$ cat config.mk
export PLATFORM = sky130hd
export DESIGN_NAME = servo_status_packet_deframer
export DESIGN_NICKNAME = d
export VERILOG_FILES = /design/src/hdl/sspd_pkg.sv /design/src/hdl/servo_status_packet_deframer.sv /design/src/hdl/sspd_front.sv /design/src/hdl/sspd_queue.sv /design/src/hdl/sspd_back.sv
export SDC_FILE = /design/constraint.sdc
export NUM_CORES = 1
export LEC_CHECK = 0
export BUFFER_PORTS_ARGS = -buffer_cell sky130_fd_sc_hd__buf_2
export CAP_MARGIN = 10
export CELL_PAD_IN_SITES_DETAIL_PLACEMENT = 1
export CELL_PAD_IN_SITES_GLOBAL_PLACEMENT = 1
export CORE_MARGIN = 2
export CORE_UTILIZATION = 30
export CTS_CLUSTER_SIZE = 10
export DETAILED_ROUTE_END_ITERATION = 12
export GPL_TIMING_DRIVEN = 1
export PLACE_DENSITY = 0.54
export SKIP_LAST_GASP = 1
export SYNTH_ARGS = -nofsm -noshare
export SYNTH_HDL_FRONTEND = slang
export SYNTH_SLANG_ARGS = --single-unit
$ cat constraint.sdc
create_clock -name clock -period 3.8 [get_ports clock]
set_clock_uncertainty 0.05 [all_clocks]
set_input_delay 0.76 -clock clock [delete_from_list [all_inputs] [get_ports clock]]
set_output_delay 0.76 -clock clock [all_outputs]
set_load 0.01 [all_outputs]
$ cat src/hdl/sspd_pkg.sv
// ----------------------------------------------------------------------------
// sspd_pkg
// shared types, constants and crc function of the status packet deframer
// ----------------------------------------------------------------------------
package sspd_pkg;

   localparam int QUEUE_DEPTH_DEFAULT = 4;

   localparam logic [7:0]  BYTE_FF     = 8'hFF;
   localparam logic [7:0]  BYTE_FD     = 8'hFD;
   localparam logic [7:0]  INST_STATUS = 8'h55;
   localparam logic [15:0] CRC_POLY    = 16'h8005;
   localparam logic [15:0] LEN_MIN     = 16'd4;

   localparam logic KIND_PARAM   = 1'b0;
   localparam logic KIND_SUMMARY = 1'b1;

   typedef struct packed {
      logic [7:0] rx_byte;
      logic       is_ff;
      logic       is_fd;
      logic       is_status;
   } entry_type;

   typedef struct packed {
      logic not_empty;
      logic full;
   } q_status_type;

   function automatic logic [15:0] crc_add(input logic [15:0] crc, input logic [7:0] b);
      logic [15:0] c;
      c = crc ^ {b, 8'h00};
      for (int k = 0; k < 8; k++) begin
         c = c[15] ? ({c[14:0], 1'b0} ^ CRC_POLY) : {c[14:0], 1'b0};
      end
      return c;
   endfunction

   // crc after the three header bytes
   localparam logic [15:0] CRC_HEADER =
      crc_add(crc_add(crc_add(16'h0000, BYTE_FF), BYTE_FF), BYTE_FD);

endpackage

$ cat src/hdl/servo_status_packet_deframer.sv
// ----------------------------------------------------------------------------
// servo_status_packet_deframer
// status packet deframer: header hunt, field capture, parameter stream and
// crc-16 checked end summary
// ----------------------------------------------------------------------------
//  channel   direction  handshake             payload
//  req_      in         req_valid/req_stall   req_rx_byte
//  rsp_      out        rsp_valid/rsp_stall   kind, data_byte, packet_id,
//                                             error_code, param_count, crc_ok
//
//  one byte per cycle sustained while the result is not stalled, set by the back
//  state machine taking one queue entry per cycle; a byte passes through the
//  queue into the result register. reset clears the queue, the packet state and
//  the result valid flag. a stalled result holds the back end; the queue keeps
//  taking requests until it holds QUEUE_DEPTH bytes.
// ----------------------------------------------------------------------------
module servo_status_packet_deframer #(
   parameter int QUEUE_DEPTH = sspd_pkg::QUEUE_DEPTH_DEFAULT
) (
   input  logic        clock,
   input  logic        reset,
   input  logic        req_valid,
   output logic        req_stall,
   input  logic [7:0]  req_rx_byte,
   output logic        rsp_valid,
   input  logic        rsp_stall,
   output logic        rsp_kind,
   output logic [7:0]  rsp_data_byte,
   output logic [7:0]  rsp_packet_id,
   output logic [7:0]  rsp_error_code,
   output logic [15:0] rsp_param_count,
   output logic        rsp_crc_ok
);
   import sspd_pkg::*;

   q_status_type q_status;
   entry_type    push_entry;
   entry_type    pop_entry;
   logic         push;
   logic         pop;

   sspd_front u_front (
      .req_valid  (req_valid),
      .req_stall  (req_stall),
      .req_rx_byte(req_rx_byte),
      .q_status   (q_status),
      .push       (push),
      .push_entry (push_entry)
   );

   sspd_queue #(
      .DEPTH(QUEUE_DEPTH)
   ) u_queue (
      .clock     (clock),
      .reset     (reset),
      .push      (push),
      .push_entry(push_entry),
      .pop       (pop),
      .pop_entry (pop_entry),
      .q_status  (q_status)
   );

   sspd_back u_back (
      .clock          (clock),
      .reset          (reset),
      .q_status       (q_status),
      .pop_entry      (pop_entry),
      .pop            (pop),
      .rsp_valid      (rsp_valid),
      .rsp_stall      (rsp_stall),
      .rsp_kind       (rsp_kind),
      .rsp_data_byte  (rsp_data_byte),
      .rsp_packet_id  (rsp_packet_id),
      .rsp_error_code (rsp_error_code),
      .rsp_param_count(rsp_param_count),
      .rsp_crc_ok     (rsp_crc_ok)
   );

endmodule

$ cat src/hdl/sspd_front.sv
// ----------------------------------------------------------------------------
// sspd_front
// accepts received bytes and tags header and instruction codes for the queue
// ----------------------------------------------------------------------------
module sspd_front (
   input  logic                  req_valid,
   output logic                  req_stall,
   input  logic [7:0]            req_rx_byte,
   input  sspd_pkg::q_status_type q_status,
   output logic                  push,
   output sspd_pkg::entry_type   push_entry
);
   import sspd_pkg::*;

   assign req_stall = q_status.full;
   assign push      = req_valid && !q_status.full;

   always_comb begin
      push_entry.rx_byte   = req_rx_byte;
      push_entry.is_ff     = (req_rx_byte == BYTE_FF);
      push_entry.is_fd     = (req_rx_byte == BYTE_FD);
      push_entry.is_status = (req_rx_byte == INST_STATUS);
   end

endmodule

$ cat src/hdl/sspd_queue.sv
// ----------------------------------------------------------------------------
// sspd_queue
// short fifo of tagged bytes between front and back
// ----------------------------------------------------------------------------
module sspd_queue #(
   parameter int DEPTH = sspd_pkg::QUEUE_DEPTH_DEFAULT
) (
   input  logic                   clock,
   input  logic                   reset,
   input  logic                   push,
   input  sspd_pkg::entry_type    push_entry,
   input  logic                   pop,
   output sspd_pkg::entry_type    pop_entry,
   output sspd_pkg::q_status_type q_status
);
   import sspd_pkg::*;

   localparam int PtrW = (DEPTH > 1) ? $clog2(DEPTH) : 1;
   localparam int CntW = $clog2(DEPTH + 1);
   localparam logic [PtrW-1:0] LastIdx = PtrW'(DEPTH - 1);
   localparam logic [CntW-1:0] FullCnt = CntW'(DEPTH);

   entry_type       slot_ff [DEPTH];
   logic [PtrW-1:0] wr_ptr_ff, wr_ptr_in;
   logic [PtrW-1:0] rd_ptr_ff, rd_ptr_in;
   logic [CntW-1:0] count_ff, count_in;

   always_comb begin
      wr_ptr_in = wr_ptr_ff;
      rd_ptr_in = rd_ptr_ff;
      count_in  = count_ff;
      if (push) begin
         wr_ptr_in = (wr_ptr_ff == LastIdx) ? '0 : wr_ptr_ff + 1'b1;
      end
      if (pop) begin
         rd_ptr_in = (rd_ptr_ff == LastIdx) ? '0 : rd_ptr_ff + 1'b1;
      end
      if (push && !pop) begin
         count_in = count_ff + 1'b1;
      end else if (pop && !push) begin
         count_in = count_ff - 1'b1;
      end
   end

   always_ff @(posedge clock) begin
      if (reset) begin
         wr_ptr_ff <= '0;
         rd_ptr_ff <= '0;
         count_ff  <= '0;
      end else begin
         wr_ptr_ff <= wr_ptr_in;
         rd_ptr_ff <= rd_ptr_in;
         count_ff  <= count_in;
      end
   end

   always_ff @(posedge clock) begin
      if (push) begin
         slot_ff[wr_ptr_ff] <= push_entry;
      end
   end

   assign pop_entry          = slot_ff[rd_ptr_ff];
   assign q_status.not_empty = (count_ff != '0);
   assign q_status.full      = (count_ff == FullCnt);

endmodule

$ cat src/hdl/sspd_back.sv
// ----------------------------------------------------------------------------
// sspd_back
// packet state machine, crc and registered result output
// ----------------------------------------------------------------------------
module sspd_back (
   input  logic                   clock,
   input  logic                   reset,
   input  sspd_pkg::q_status_type q_status,
   input  sspd_pkg::entry_type    pop_entry,
   output logic                   pop,
   output logic                   rsp_valid,
   input  logic                   rsp_stall,
   output logic                   rsp_kind,
   output logic [7:0]             rsp_data_byte,
   output logic [7:0]             rsp_packet_id,
   output logic [7:0]             rsp_error_code,
   output logic [15:0]            rsp_param_count,
   output logic                   rsp_crc_ok
);
   import sspd_pkg::*;

   localparam logic [3:0] PH_HUNT0 = 4'd0;
   localparam logic [3:0] PH_HUNT1 = 4'd1;
   localparam logic [3:0] PH_HUNT2 = 4'd2;
   localparam logic [3:0] PH_RSV   = 4'd3;
   localparam logic [3:0] PH_ID    = 4'd4;
   localparam logic [3:0] PH_LENL  = 4'd5;
   localparam logic [3:0] PH_LENH  = 4'd6;
   localparam logic [3:0] PH_INST  = 4'd7;
   localparam logic [3:0] PH_ERR   = 4'd8;
   localparam logic [3:0] PH_PARAM = 4'd9;
   localparam logic [3:0] PH_CRCL  = 4'd10;
   localparam logic [3:0] PH_CRCH  = 4'd11;
   localparam logic [3:0] PH_SKIP  = 4'd12;

   logic [3:0]  phase_ff, phase_in;
   logic [15:0] crc_ff, crc_in;
   logic [15:0] length_ff, length_in;
   logic [15:0] left_ff, left_in;
   logic [7:0]  id_ff, id_in;
   logic [7:0]  err_ff, err_in;
   logic        low_match_ff, low_match_in;

   logic        rsp_valid_ff, rsp_valid_in;
   logic        rsp_kind_ff;
   logic [7:0]  rsp_data_ff;
   logic [7:0]  rsp_id_ff;
   logic [7:0]  rsp_err_ff;
   logic [15:0] rsp_count_ff;
   logic        rsp_ok_ff;

   logic        emit;
   logic        emit_kind;
   logic [7:0]  emit_data;
   logic        emit_ok;
   logic [7:0]  b;
   logic [15:0] crc_next;

   assign pop      = q_status.not_empty && (!rsp_valid_ff || !rsp_stall);
   assign b        = pop_entry.rx_byte;
   assign crc_next = crc_add(crc_ff, b);

   always_comb begin
      phase_in     = phase_ff;
      crc_in       = crc_ff;
      length_in    = length_ff;
      left_in      = left_ff;
      id_in        = id_ff;
      err_in       = err_ff;
      low_match_in = low_match_ff;
      emit         = 1'b0;
      emit_kind    = KIND_PARAM;
      emit_data    = 8'h00;
      emit_ok      = 1'b0;
      case (phase_ff)
         PH_HUNT0: begin
            phase_in = pop_entry.is_ff ? PH_HUNT1 : PH_HUNT0;
         end
         PH_HUNT1: begin
            phase_in = pop_entry.is_ff ? PH_HUNT2 : PH_HUNT0;
         end
         PH_HUNT2: begin
            if (pop_entry.is_ff) begin
               phase_in = PH_HUNT2;
            end else if (pop_entry.is_fd) begin
               crc_in   = CRC_HEADER;
               phase_in = PH_RSV;
            end else begin
               phase_in = PH_HUNT0;
            end
         end
         PH_RSV: begin
            crc_in   = crc_next;
            phase_in = PH_ID;
         end
         PH_ID: begin
            crc_in   = crc_next;
            id_in    = b;
            phase_in = PH_LENL;
         end
         PH_LENL: begin
            crc_in    = crc_next;
            length_in = {8'h00, b};
            phase_in  = PH_LENH;
         end
         PH_LENH: begin
            crc_in    = crc_next;
            length_in = {b, length_ff[7:0]};
            phase_in  = ({b, length_ff[7:0]} < LEN_MIN) ? PH_HUNT0 : PH_INST;
         end
         PH_INST: begin
            crc_in = crc_next;
            if (pop_entry.is_status) begin
               phase_in = PH_ERR;
            end else begin
               left_in  = length_ff - 16'd1;
               phase_in = PH_SKIP;
            end
         end
         PH_ERR: begin
            crc_in   = crc_next;
            err_in   = b;
            left_in  = length_ff - LEN_MIN;
            phase_in = (length_ff == LEN_MIN) ? PH_CRCL : PH_PARAM;
         end
         PH_PARAM: begin
            crc_in    = crc_next;
            emit      = 1'b1;
            emit_kind = KIND_PARAM;
            emit_data = b;
            left_in   = left_ff - 16'd1;
            if (left_ff == 16'd1) begin
               phase_in = PH_CRCL;
            end
         end
         PH_CRCL: begin
            low_match_in = (b == crc_ff[7:0]);
            phase_in     = PH_CRCH;
         end
         PH_CRCH: begin
            emit      = 1'b1;
            emit_kind = KIND_SUMMARY;
            emit_ok   = low_match_ff && (b == crc_ff[15:8]);
            phase_in  = PH_HUNT0;
         end
         PH_SKIP: begin
            left_in = left_ff - 16'd1;
            if (left_ff == 16'd1) begin
               phase_in = PH_HUNT0;
            end
         end
         default: begin
            phase_in = PH_HUNT0;
         end
      endcase
   end

   always_comb begin
      rsp_valid_in = rsp_valid_ff && rsp_stall;
      if (pop && emit) begin
         rsp_valid_in = 1'b1;
      end
   end

   always_ff @(posedge clock) begin
      if (reset) begin
         phase_ff     <= PH_HUNT0;
         crc_ff       <= '0;
         length_ff    <= '0;
         left_ff      <= '0;
         id_ff        <= '0;
         err_ff       <= '0;
         low_match_ff <= 1'b0;
         rsp_valid_ff <= 1'b0;
      end else begin
         rsp_valid_ff <= rsp_valid_in;
         if (pop) begin
            phase_ff     <= phase_in;
            crc_ff       <= crc_in;
            length_ff    <= length_in;
            left_ff      <= left_in;
            id_ff        <= id_in;
            err_ff       <= err_in;
            low_match_ff <= low_match_in;
         end
      end
   end

   always_ff @(posedge clock) begin
      if (pop && emit) begin
         rsp_kind_ff  <= emit_kind;
         rsp_data_ff  <= emit_data;
         rsp_id_ff    <= id_ff;
         rsp_err_ff   <= err_ff;
         rsp_count_ff <= length_ff - LEN_MIN;
         rsp_ok_ff    <= emit_ok;
      end
   end

   assign rsp_valid       = rsp_valid_ff;
   assign rsp_kind        = rsp_kind_ff;
   assign rsp_data_byte   = rsp_data_ff;
   assign rsp_packet_id   = rsp_id_ff;
   assign rsp_error_code  = rsp_err_ff;
   assign rsp_param_count = rsp_count_ff;
   assign rsp_crc_ok      = rsp_ok_ff;

endmodule

* Yosys cells after proc, flatten, opt, wreduce, memory -nomap -nowiden
Memory sizes are Yosys's and may differ from the RTL's. A register that Yosys moved wholly into a read port is not among the register bits.
Index checks and enable logic that the tools add are counted.
** Cells by class
- Bitwise logic cells :: 10
- $add $sub $neg :: 7
- Muxes and demuxes :: 35
- Reductions and logical operators :: 30
- Equality and inequality tests :: 27
- $lt $le $gt $ge :: 1
** Operator list (count)
- 16-bit two-way mux :: 11
- 16-bit one-hot mux with 2 select lines :: 2
- 16-bit one-hot mux with 3 select lines :: 1
- 4-bit one-hot mux with 12 select lines :: 1
- 16-bit by 1-bit subtractor with 16-bit output, second input constant :: 2
- 3-bit NOT :: 8
- 4-bit equality test, second input constant :: 5
- 16-bit by 1-bit equality test with 1-bit output, second input constant :: 1
- 16-bit by 3-bit equality test with 1-bit output, second input constant :: 1
- 4-bit by 3-bit equality test with 1-bit output, second input constant :: 4
- 8-bit equality test :: 2
- 8-bit equality test, second input constant :: 2
- 16-bit by 3-bit < comparator with 1-bit output, second input constant :: 1
- 16-bit by 3-bit subtractor with 16-bit output, second input constant :: 1
- 16-bit bitwise XOR :: 1
- 2-bit two-way mux :: 7
- 3-bit two-way mux :: 4
- 4-bit two-way mux :: 3
- 3-bit AND reduction :: 3
- 4-bit by 2-bit equality test with 1-bit output, second input constant :: 2
- 8-bit by 7-bit equality test with 1-bit output, second input constant :: 1
- 2-bit AND reduction :: 4
- 1-bit logical AND :: 7
- 7-bit OR reduction :: 1
- 17 further kinds :: 35
** Storage, ports and cells
- Output and inout port bits :: 44
- Flip-flop bits (word level) :: 119
- Word-level logic and storage cells :: 129
- Memories kept :: 1
- Memory bits (writable) :: 44
** Memories
- u_queue.slot_ff :: depth 4, bits a word 11, rd ports 1, clocked after Yosys merged registers in 1, write ports 1, RTL line sspd_queue.sv:23 : entry_type slot_ff [DEPTH];

* Longest topological paths before layout
- Depth in word-level cells :: 18
- Gate-level depth with buffers :: 9
- Depth with buffers taken out :: 9

* Hierarchy
Synthesis repeated with hierarchy kept, for this count alone.
** Second synthesis, totals
- Cells, all modules :: 693
- Area, all modules :: 7607.3 µm²
** By module, submodules not included
- sspd_back :: times used 1, area each 5457.7 µm², cells each 575
- sspd_queue :: times used 1, area each 2030.7 µm², cells each 101
- sspd_front :: times used 1, area each 118.9 µm², cells each 17

* Least setup slack after synthesis
Ideal clock, no wire load.
- Kind :: register -> register
- Start point :: register (tool-made name)
- End point :: register u_back.crc_ff[15]
- Arrival :: 3.073 ns
- Setup slack :: 0.555 ns
- Buffers on the path :: 1
- Stages on the path, launching flop included :: 9
- Data required time :: 3.628 ns
- Cell sequence :: dfxtp_1 -> buf_6 -> mux4_2 -> xnor2_1 -> ha_1 -> xnor3_2 -> xnor3_1 -> xor3_1 -> a221o_1
** RTL lines
- to (signal assigned) :: RTL line sspd_back.sv:179 : crc_ff <= crc_in;
- to (decl) :: RTL line sspd_back.sv:37 : logic [15:0] crc_ff, crc_in;

==> results.md <==
- RSZ-0062 raised after global routing: false
- Die outline height: between 150 and 200 um
- DRT iter0 DRCs: 272
- First-pass GRT wire length: between 30 and 40 mm
- Met3 wire length: 510 um
- Dpl ws: about 0.54 ns
- Cell variety after synth: 57
- Die X: ~160 um
- Outcome: completed
- Antenna diode count: 0
- Max_cap viols: 0
- HP Class: reg -> reg
- Fin cells: around 1,100
- Share of the synthesized area in the top cell type: between 30 and 40%
- Post-synthesis sequential area ratio: between 50% and 60%
- Worst-path cell chain: mux4_2 > xnor2_1 > ha_1 > xnor3_2 > xnor3_1 > xor3_1 > a221o_1
- Num CTS Buffers: 17
- Met1 wire length: ~9.7 mm
- CTS-repair resized insts: 0
- Initial antenna violation count: 0
- Synth Register Bits: between 150 and 200
- Syn nets: 730
- Synth Instances: 704
- Worst EP required: 4.06 ns
- # rows: between 50 and 60
- Vias per inst: ~5
- Core area: ~25,000 sq um
- Gr ovfl total: 0
- Leakage: 3.139 nW
- Initial Utilization: between 30% and 40%
- Share of flip-flops with an asynchronous set or reset: 0%
- Nets: between 700 and 800
- Gr usage total: approximately 16%
- Final hold viol count: 0
- Max_slew headroom: between 20% and 30%
- Max Fclk: 306.1 MHz
- Placed cells: roughly 1,100
- Max FO, Critical Path: 3
- CTS hold repair buffers: 0
- Die area: 26,530 sq um
- CP peak stage delay: approximately 0.54 ns
- Routability Congestion: slightly above 0.8
- TritonRoute pass-1 iters: 4
- Total power: around 0.0052 W
- Clk_lat worst skew: 0.43 ns
- Avg Inst Size Synth: between 10 and 15 sq um
- Max stage delay cell, worst path: mux4_2
- Crit path kind: reg -> reg
- Min cycle time layout: ~3.3 ns
- Vias in the first global route: roughly 5,700
- Post-CTS setup buffers: 0
- Routed Antenna Nets: 0
- Yosys top cell by area: edfxtp_1
- PortBufs: between 50 and 60
- CTS H-tree depth: 4
- Longest Clk Path Bufs: 2
- Crit path capture type: flop
- Max Used Layer: met4
- Worst-margin pin slew: 1.164 ns
- Pwr per Cell Area: slightly below 600 nW/um^2
- Io pins: 56
- Sink Count: 165
- Worst VDD drop: around 0.00035 V
- Most frequent cells in the layout: edfxtp_1, dfxtp_1, nor2_1, a21oi_1, buf_2
- Arr. time, crit path: 3.53 ns
- Fin. max-slew vios: 0
- Drt total wl: around 20 mm
- Number of flops mapped to enable cells by yosys: 86
- Layout area overhead: 16.19%
- DPL Wire Length: roughly 14 mm
- Leading cell type in the layout, fill and taps excluded: edfxtp_1
- Routed len/inst: 18.75 um
- Vias after detailed routing: around 5,600
- Clock Pin Slew Worst Setup and Hold Paths: about 0.070 ns
- DRC: 0
- Cell Area, Synth: between 7000 and 8000 sq um
- Setup_tns: 0 ns
- Final setup margin: around 0.53 ns
- Synthesis warning total: 0
- Hold Crit Depth: 0
- Most used DFF post-synth: edfxtp_1
- Final setup viols: 0
- Pin count of the biggest net entering global routing: 41
- Main area contributors after synthesis: edfxtp_1, dfxtp_1, a21oi_1
- Worst setup SP type: flop
- Fin crit share: a little under nine tenths
- Met2 Wirelength: approximately 10 mm
- TritonCTS clock tree: yes
- Number of cells on the worst reg-to-reg path: 7
- Clk Tree Root Cell: clkbuf_16
- Share of post-route cells with drive strength above 1: roughly 16%
[cell usage after synthesis, drive strengths merged (13+ instances only)]
cell,instances
xor2,15
ha,13
nand2,51
nor3,25
nor2,72
clkbuf,35
edfxtp,86
nand3,40
inv,18
a21oi,61
xnor2,31
nor2b,14
dfxtp,79
o21ai,29
[state kept, by name, summed over array words and instances, names as in the netlist, 2 cells and up, named ones only]
| signal | flops |
|---|---|
| u_queue.wr_ptr_ff | 2 |
| u_back.phase_ff | 4 |
| u_back.rsp_error_code | 8 |
| u_back.crc_ff | 16 |
| u_back.rsp_data_byte | 8 |
| u_back.rsp_packet_id | 8 |
| u_queue.rd_ptr_ff | 2 |
| u_back.id_ff | 8 |
| u_queue.slot_ff | 44 |
| u_queue.count_ff | 3 |
| u_back.rsp_param_count | 16 |
| u_back.length_ff | 16 |
| u_back.left_ff | 16 |
| u_back.err_ff | 8 |
[report_power, final]
group / leakage, nW / switching [W] / internal, W
Sequential: 1.43 / 0.0000528 / 0.00196
Combinational: 1.43 / 0.000850 / 0.000630
Clock: 0.277 / 0.000809 / 0.000938
Total: 3.14 / 0.00171 / 0.00353
[area by class of cell]
cell class              count  area (sq um)
clock buffers              18         429.2
clock inverters            14         163.9
fillers                  2806         16170
inverters                  19         71.32
multi-input cells         477          3154
flip-flops and latches    165          4164
well taps                 330         412.9
repair buffers             72         402.9
[cells by family (layout without fill, tap and decap cells)]
kind of cell	Yosys count	after routing	share of synthesized area, %
mux	23	23	5.106
flops	165	165	54.99
buf+inv	62	123	3.354
fa+ha+maj	14	14	2.412
xor+xnor	49	49	6.791
compound gates	140	140	11.24
simple gates	251	251	16.11
[routing by layer]
| metal | up-vias | GRT usage, % |
|---|---|---|
| met4 | 0 | 4.545 |
| met1 | 2810 | 21.43 |
| met2 | 81 | 26.50 |
| met5 | - | 0 |
| met3 | 10 | 2.241 |
| li1 | 2666 | - |
[final timing paths]
path                                                      endpoint                     startpoint  slack [ns]
worst max-delay path                u_back.crc_ff[15]$_SDFFE_PP0P_                           flop        0.53
worst min-delay path            u_back.rsp_error_code[0]$_DFFE_PP_  u_back.err_ff[0]$_SDFFE_PP0P_        0.39
worst max register to register      u_back.crc_ff[15]$_SDFFE_PP0P_                           flop        0.53
worst min register to register  u_back.rsp_error_code[0]$_DFFE_PP_  u_back.err_ff[0]$_SDFFE_PP0P_        0.39
[through the flow]
step	cell area, sq um	utilization (%)	hold WS (ns)
after floorplan	7572	-	0.3564
after global placement	8205	32.87	0.3675
after detailed placement	8205	32.87	0.3705
after CTS	8798	35.24	0.3875
after global routing	8798	35.24	0.4044
final	8798	35.24	0.3856
[worst max-delay path: cells and delay by family, from the launching register on]
family	cells	cell delay, ns
compound gates	1	0.34
xor+xnor	4	1.51
fa+ha+maj	1	0.35
flops	1	0.36
mux	1	0.54
(Power assumes the default switching activity.)
